**config.mk**
```make
export PLATFORM = sky130hd
export DESIGN_NAME = bsi_div
export DESIGN_NICKNAME = d
export VERILOG_FILES = /design/src/rtl/core/bsi_pkg.sv /design/src/rtl/core/bsi_div.sv
export SDC_FILE = /design/constraint.sdc
export NUM_CORES = 2
export LEC_CHECK = 0
export BUFFER_PORTS_ARGS = -buffer_cell sky130_fd_sc_hd__buf_2
export CAP_MARGIN = 20
export CORE_UTILIZATION = 48
export CTS_CLUSTER_SIZE = 30
export DETAILED_ROUTE_END_ITERATION = 12
export MAX_ROUTING_LAYER = met4
export PLACE_DENSITY_LB_ADDON = 0.15
export REMOVE_ABC_BUFFERS = 1
export SLEW_MARGIN = 20
export SYNTH_ARGS = -nofsm -noshare
export SYNTH_HDL_FRONTEND = slang
export SYNTH_SLANG_ARGS = --single-unit
```
**constraint.sdc**
```tcl
create_clock -name clk -period 9.71 [get_ports clk]
set_input_delay 0.4855 -clock clk [delete_from_list [all_inputs] [get_ports clk]]
set_output_delay 0.4855 -clock clk [all_outputs]
set_load 0.05 [all_outputs]
```
**src/rtl/core/bsi_pkg.sv**
```systemverilog
// Shared constants and codes for the broadcast source index block.
package bsi_pkg;

  localparam int MAX_RANK_DEF   = 4;
  localparam int DIM_BITS_DEF   = 16;
  localparam int INDEX_BITS_DEF = 32;

  localparam int OUT_INDEX_W = 32;
  localparam int SRC_INDEX_W = 32;
  localparam int STATUS_W    = 2;
  localparam int RANK_W      = 3;
  localparam int SHAPE_W     = 64;
  localparam int COUNT_W     = 32;
  localparam int CFG_DATA_W  = 64;
  localparam int CFG_INDEX_W = 3;

  localparam logic [CFG_INDEX_W-1:0] CFG_OUT_RANK  = 3'd0;
  localparam logic [CFG_INDEX_W-1:0] CFG_SRC_RANK  = 3'd1;
  localparam logic [CFG_INDEX_W-1:0] CFG_OUT_SHAPE = 3'd2;
  localparam logic [CFG_INDEX_W-1:0] CFG_SRC_SHAPE = 3'd3;
  localparam logic [CFG_INDEX_W-1:0] CFG_IN_COUNT  = 3'd4;
  localparam logic [CFG_INDEX_W-1:0] CFG_OUT_COUNT = 3'd5;

  localparam logic [STATUS_W-1:0] ST_OK    = 2'd0;
  localparam logic [STATUS_W-1:0] ST_RANGE = 2'd1;
  localparam logic [STATUS_W-1:0] ST_ZERO  = 2'd2;
  localparam logic [STATUS_W-1:0] ST_BAD   = 2'd3;

  // Address mode picked at entry
  localparam logic [1:0] MD_ONE  = 2'd0;
  localparam logic [1:0] MD_SAME = 2'd1;
  localparam logic [1:0] MD_AXIS = 2'd2;
  localparam logic [1:0] MD_MOD  = 2'd3;

endpackage

```
**src/rtl/core/bsi_div.sv**
```systemverilog
// Pipelined restoring divider, one quotient bit per stage.
module bsi_div import bsi_pkg::*; #(
  parameter int DW = 32,
  parameter int VW = 32,
  parameter int SW = 8
) (
  input  logic          clk,
  input  logic          rst,
  input  logic          en,
  input  logic          in_valid,
  input  logic [DW-1:0] dividend,
  input  logic [VW-1:0] divisor,
  input  logic [SW-1:0] side_in,
  output logic          out_valid,
  output logic [DW-1:0] quotient,
  output logic [VW-1:0] remainder,
  output logic [SW-1:0] side_out
);

  logic          v    [DW+1];
  logic [DW-1:0] q    [DW+1];
  logic [VW-1:0] r    [DW+1];
  logic [SW-1:0] side [DW+1];

  assign v[0]    = in_valid;
  assign q[0]    = dividend;
  assign r[0]    = '0;
  assign side[0] = side_in;

  for (genvar i = 0; i < DW; i++) begin : g_stage
    logic [VW:0] t;
    logic [VW:0] t_sub;
    logic        ge;

    always_comb begin
      t     = {r[i], q[i][DW-1]};
      ge    = t >= {1'b0, divisor};
      t_sub = t - {1'b0, divisor};
    end

    always_ff @(posedge clk) begin
      if (rst) begin
        v[i+1] <= 1'b0;
      end else if (en) begin
        v[i+1] <= v[i];
      end
    end

    always_ff @(posedge clk) begin
      if (en) begin
        q[i+1]    <= {q[i][DW-2:0], ge};
        r[i+1]    <= ge ? t_sub[VW-1:0] : t[VW-1:0];
        side[i+1] <= side[i];
      end
    end
  end

  assign out_valid = v[DW];
  assign quotient  = q[DW];
  assign remainder = r[DW];
  assign side_out  = side[DW];

endmodule

```
After elaboration in Yosys (flattened, before gate mapping)

Cells that the tools add are included.

Register bits: 2336
Input port bits: 76
Output and inout port bits: 73
Word-level logic and storage cells: 225

Add/sub/neg operators: 32
Order comparisons: 32
Mux-type cells: 32

Operator list:

| kind                                             | count |
|---|---|
| 33-bit by 32-bit >= comparator with 1-bit output | 31 |
| 32-bit two-way mux                               | 31 |
| 32-bit subtractor                                | 31 |
| 1-bit by 32-bit >= comparator with 1-bit output  | 1 |
| 1-bit by 32-bit subtractor with 32-bit output    | 1 |
| 1-bit two-way mux                                | 1 |

Longest topological paths before layout

Depth in word-level cells: 2
Mapped depth: 16
Depth with buffers taken out: 14

Worst setup path before layout

Ideal clock, no wire load.

Path kind: input port to flip-flop
Start point: in divisor[1]
End point: reg r, in the netlist g_stage[6].t[25] (data pin)
Library setup time: 0.260 ns
Arrival: 4.152 ns
Data required time: 9.450 ns
Slack: 5.298 ns
Cell stages on the path: 15
Buffers on the path: 2
Cell sequence: clkbuf_1 > inv_1 > ha_1 > nor2b_1 > o21a_1 > o21ai_0 > a21oi_1 > a21o_1 > a221o_1 > a21oi_1 > o21ai_0 > a211o_1 > nand2_1 > buf_2 > mux2_2

Longest elaborated chain between the ends: 2
Elaborated cells on any way between the ends: 3
Classes of those cells: add/sub: 1; order compare: 1; mux: 1

Ends and longest elaborated chain:

| element                                                                                      | line                         | RTL |
|---|---|---|
| start: declaration                                                                           | bsi_div.sv:12                | `input logic [VW-1:0] divisor,` |
| 32-bit subtractor / 33-bit by 32-bit >= comparator with 1-bit output (equally long branches) | bsi_div.sv:38, bsi_div.sv:37 |  |
| 32-bit two-way mux (*)                                                                       | bsi_div.sv:52                | `r[i+1] <= ge ? t_sub[VW-1:0] : t[VW-1:0];` |
| end signal: indexed assignment                                                               | bsi_div.sv:52                |  |
| end: declaration                                                                             | bsi_div.sv:22                | `logic [VW-1:0] r [DW+1];` |

Every way passes the cells marked *; elsewhere a longest branch is shown, timed or not.
A chain may end at the register's enable or synchronous reset.

Worst setup path in the final report

Start point: in divisor[1]
End point: reg r, in the netlist g_stage[6].t[7] (data pin)

Same word-level chain as after synthesis.

==> impl_metrics.csv <==
group,metric,value,unit
outcome,status,"finished, final reports clean",
sta,worst_clock_skew,0.0547,ns
grt,grt_max_degree,200,
cells_and_area,seq_area,69800,sq um
logic_synthesis,async_flop_share,0,%
logic_synthesis,synthDistinctLibCells,96,
cells_and_area,final_common_cell,"edfxtp_1",
logic_synthesis,yosys_warnings,0,
sta,grt_setup_unrepaired,"no",
clock_network,cts_setup_buffers,0,
floorplanning,rows,191,
logic_synthesis,synthesis.area,131000,sq um
clock_network,cts_tree,"built",
cells_and_area,final_area,145000,sq um
cells_and_area,drive_gt1_share,10.9,%
power_and_ir_drop,p_per_area,355,nW/um^2
clock_network,clk_pin_slew,0.06,ns
logic_synthesis,synthCells,11071,
clock_network,clock_path_buffers,4,
logic_synthesis,synth_ff_type,"edfxtp_1",
clock_network,numCtsBuffers,274,
sta,finalSetupViolCount,0,
sta,worst_pin_slew,1.10,ns
worst_setup_path,start_kind,"input port",
cells_and_area,nets,12415,
sta,fmax,193,MHz
job,drv_cap,0,
cells_and_area,areaGrowthSynthToFinish,10.6,%
floorplanning,die_w,525,um
logic_synthesis,synth_seq_cells,2336,
worst_setup_path,critPathRequiredTime,10.31,ns
placement,portBuffers,148,
power_and_ir_drop,p_sw_share,38.2,%
cells_and_area,finalNonFillerCells,15097,
worst_setup_path,rrSetupSlack,5.12,ns
worst_setup_path,arrival,5.77,ns
sta,slew_violations,0,
floorplanning,placeableCoreArea,271000,sq um
grt,grtUsageTotal,23.8,%
detailed_routing,vias_per_cell,5.82,
placement,placed_cell_area,136000,sq um
logic_synthesis,synth_edf_count,2304,
worst_setup_path,critical_path.endpoint_type,"register",
clock_network,cts-resized-gates,0,
floorplanning,start_util,48.3,%
detailed_routing,dr.pass1.iters,6,
clock_network,htree_levels,5,
power_and_ir_drop,clkPwrFrac,19.4,%
grt,grt_pass1_vias,85054,
power_and_ir_drop,power.switching,19.6,mW
placement,place_congestion,0.925,
sta,hold_viol,0,
power_and_ir_drop,combPwrFrac,47.3,%
worst_setup_path,crit_fanout,21,
detailed_routing,routedWlPerCell,21.6,um
detailed_routing,drt_iter0_markers,6838,
clock_network,clockRootBuffer,"clkbuf_16",
floorplanning,die_y,525,um
detailed_routing,vias,87850,
sta,fin_crit_sh,53.3,%
floorplanning,ios,149,
detailed_routing,ant_nets,0,
cells_and_area,final_cell_mix,"2304 x edfxtp_1, 994 x ha_1, 931 x a21oi_1",
worst_setup_path,criticalPathCategory,"in -> reg",
grt,grt_pass1_wl,499000,um
power_and_ir_drop,intPower,31.8,mW
cells_and_area,multiInputGateArea,58800,sq um
clock_network,clk_latency,0.89,ns
detailed_routing,routed_wl,327000,um
sta,tns,0,ns
logic_synthesis,synth.avg_cell_area,11.8,sq um
power_and_ir_drop,leakagePower,56.4,nW
placement,dp_cells,14566,
floorplanning,die_area,275000,sq um
logic_synthesis,synth_sequential_area_ratio,53.3,%
sta,period_needed,5.17,ns
power_and_ir_drop,seqPwrFrac,33.4,%
clock_network,clock-sinks,2336,
clock_network,hold_buffers,41,
sta,whs,0.0706,ns
power_and_ir_drop,vdd_drop_max,151,uV
min_path,hold_path.class,"in -> reg",
placement,dp_hpwl,230000,um
cells_and_area,fillers,23080,
sta,slew_headroom,26.6,%
detailed_routing,drc,0,
grt,gr-total-overflow,0,
grt,antenna_found_initial,20,
flip-flops by register name, summed over array words and instances (netlist names):
signal / flops
q: 961
v: 31
quotient: 32
side_out: 8
side: 248
remainder: 32
out_valid: 1
g_stage.t: 1023
stage by stage:
step / power [mW] / setup WS (ns) / util, %
floorplan: 35.1 / 3.84 / -
detailed placement: 41.3 / 3.69 / 50.1
global placement: 41.0 / 3.80 / 50.1
finish: 51.4 / 4.54 / 53.5
global route: 55.0 / 4.18 / 53.5
CTS: 51.6 / 4.61 / 53.4
kinds of logic (layout without fill, tap and decap cells):
family / after synthesis / count (layout) / synth area share, %
flops: 2336 / 2336 / 53.3
buf+inv: 615 / 1064 / 1.96
simple gates: 2552 / 2552 / 9.27
xor+xnor: 843 / 843 / 5.63
other cells: 0 / 7 / 0
fa+ha+maj: 1025 / 1025 / 9.96
mux: 555 / 555 / 4.70
compound gates: 3145 / 3145 / 15.2
power by group through the flow:
stage | clock, mW | combinational, mW | sequential [mW]
detailed placement | 0 | 24.0 | 17.4
global placement | 0 | 23.6 | 17.4
floorplan | 0 | 18.6 | 16.5
global route | 10.6 | 27.0 | 17.4
CTS | 10.3 | 24.2 | 17.2
finish | 9.96 | 24.3 | 17.2
cell usage after synthesis (93+ instances only):
| library cell | number | area, sq um |
|---|---|---|
| edfxtp_1 | 2304 | 69200 |
| ha_1 | 994 | 12400 |
| a21oi_1 | 933 | 4670 |
| nand2_1 | 764 | 2870 |
| o21ai_0 | 743 | 3720 |
| nor2_1 | 676 | 2540 |
| a21o_1 | 557 | 4180 |
| xnor2_1 | 505 | 4420 |
| mux2_2 | 478 | 5380 |
| xor2_1 | 338 | 2960 |
| inv_1 | 288 | 1080 |
| clkbuf_1 | 205 | 769 |
| nand3_1 | 188 | 941 |
| o21a_1 | 158 | 1190 |
| nand2b_1 | 152 | 951 |
| nor2b_1 | 152 | 951 |
| nand4_1 | 148 | 926 |
| nor3_1 | 131 | 656 |
| o21bai_1 | 103 | 773 |
| a31oi_1 | 99 | 619 |
| and3_1 | 93 | 582 |
final cells by class:
class	count	share of cell area (%)
Inverter	290	0.751
Antenna cell	7	0.0121
Multi-Input combinational cell	8120	40.6
Clock inverter	163	1.01
Clock buffer	319	4.95
Tap cell	3570	3.08
Timing Repair Buffer	292	1.46
Sequential cell	2336	48.2
critical path, stage by stage:
cell	delay, ns
buf_4	0.23
inv_2	0.46
buf_4	0.57
ha_1	0.34
nor2b_1	0.14
o21a_1	0.17
o21ai_0	0.27
a21oi_1	0.21
a21o_1	0.25
a221o_1	0.36
a21oi_1	0.47
o21ai_0	0.29
a211o_1	0.28
nand2_1	0.39
buf_4	0.37
mux2_2	0.37
worst paths after layout:
kind / start / endpoint / depth (start not counted)
max reg2reg: g_stage[5].t[1] / g_stage[6].t[7] / 13
min reg2reg: q[844] / q[813] / 0
max: divisor[1] / g_stage[6].t[7] / 16
min: divisor[30] / g_stage[1].t[17] / 3
metal layers:
metal | share of wire, % | track usage, %
met3 | 4.4 | 2.40
met5 | 0 | -
met4 | 3.5 | 8.03
met2 | 47 | 38.3
met1 | 45 | 31.5
Note: power is estimated with default switching activity, not from simulation.
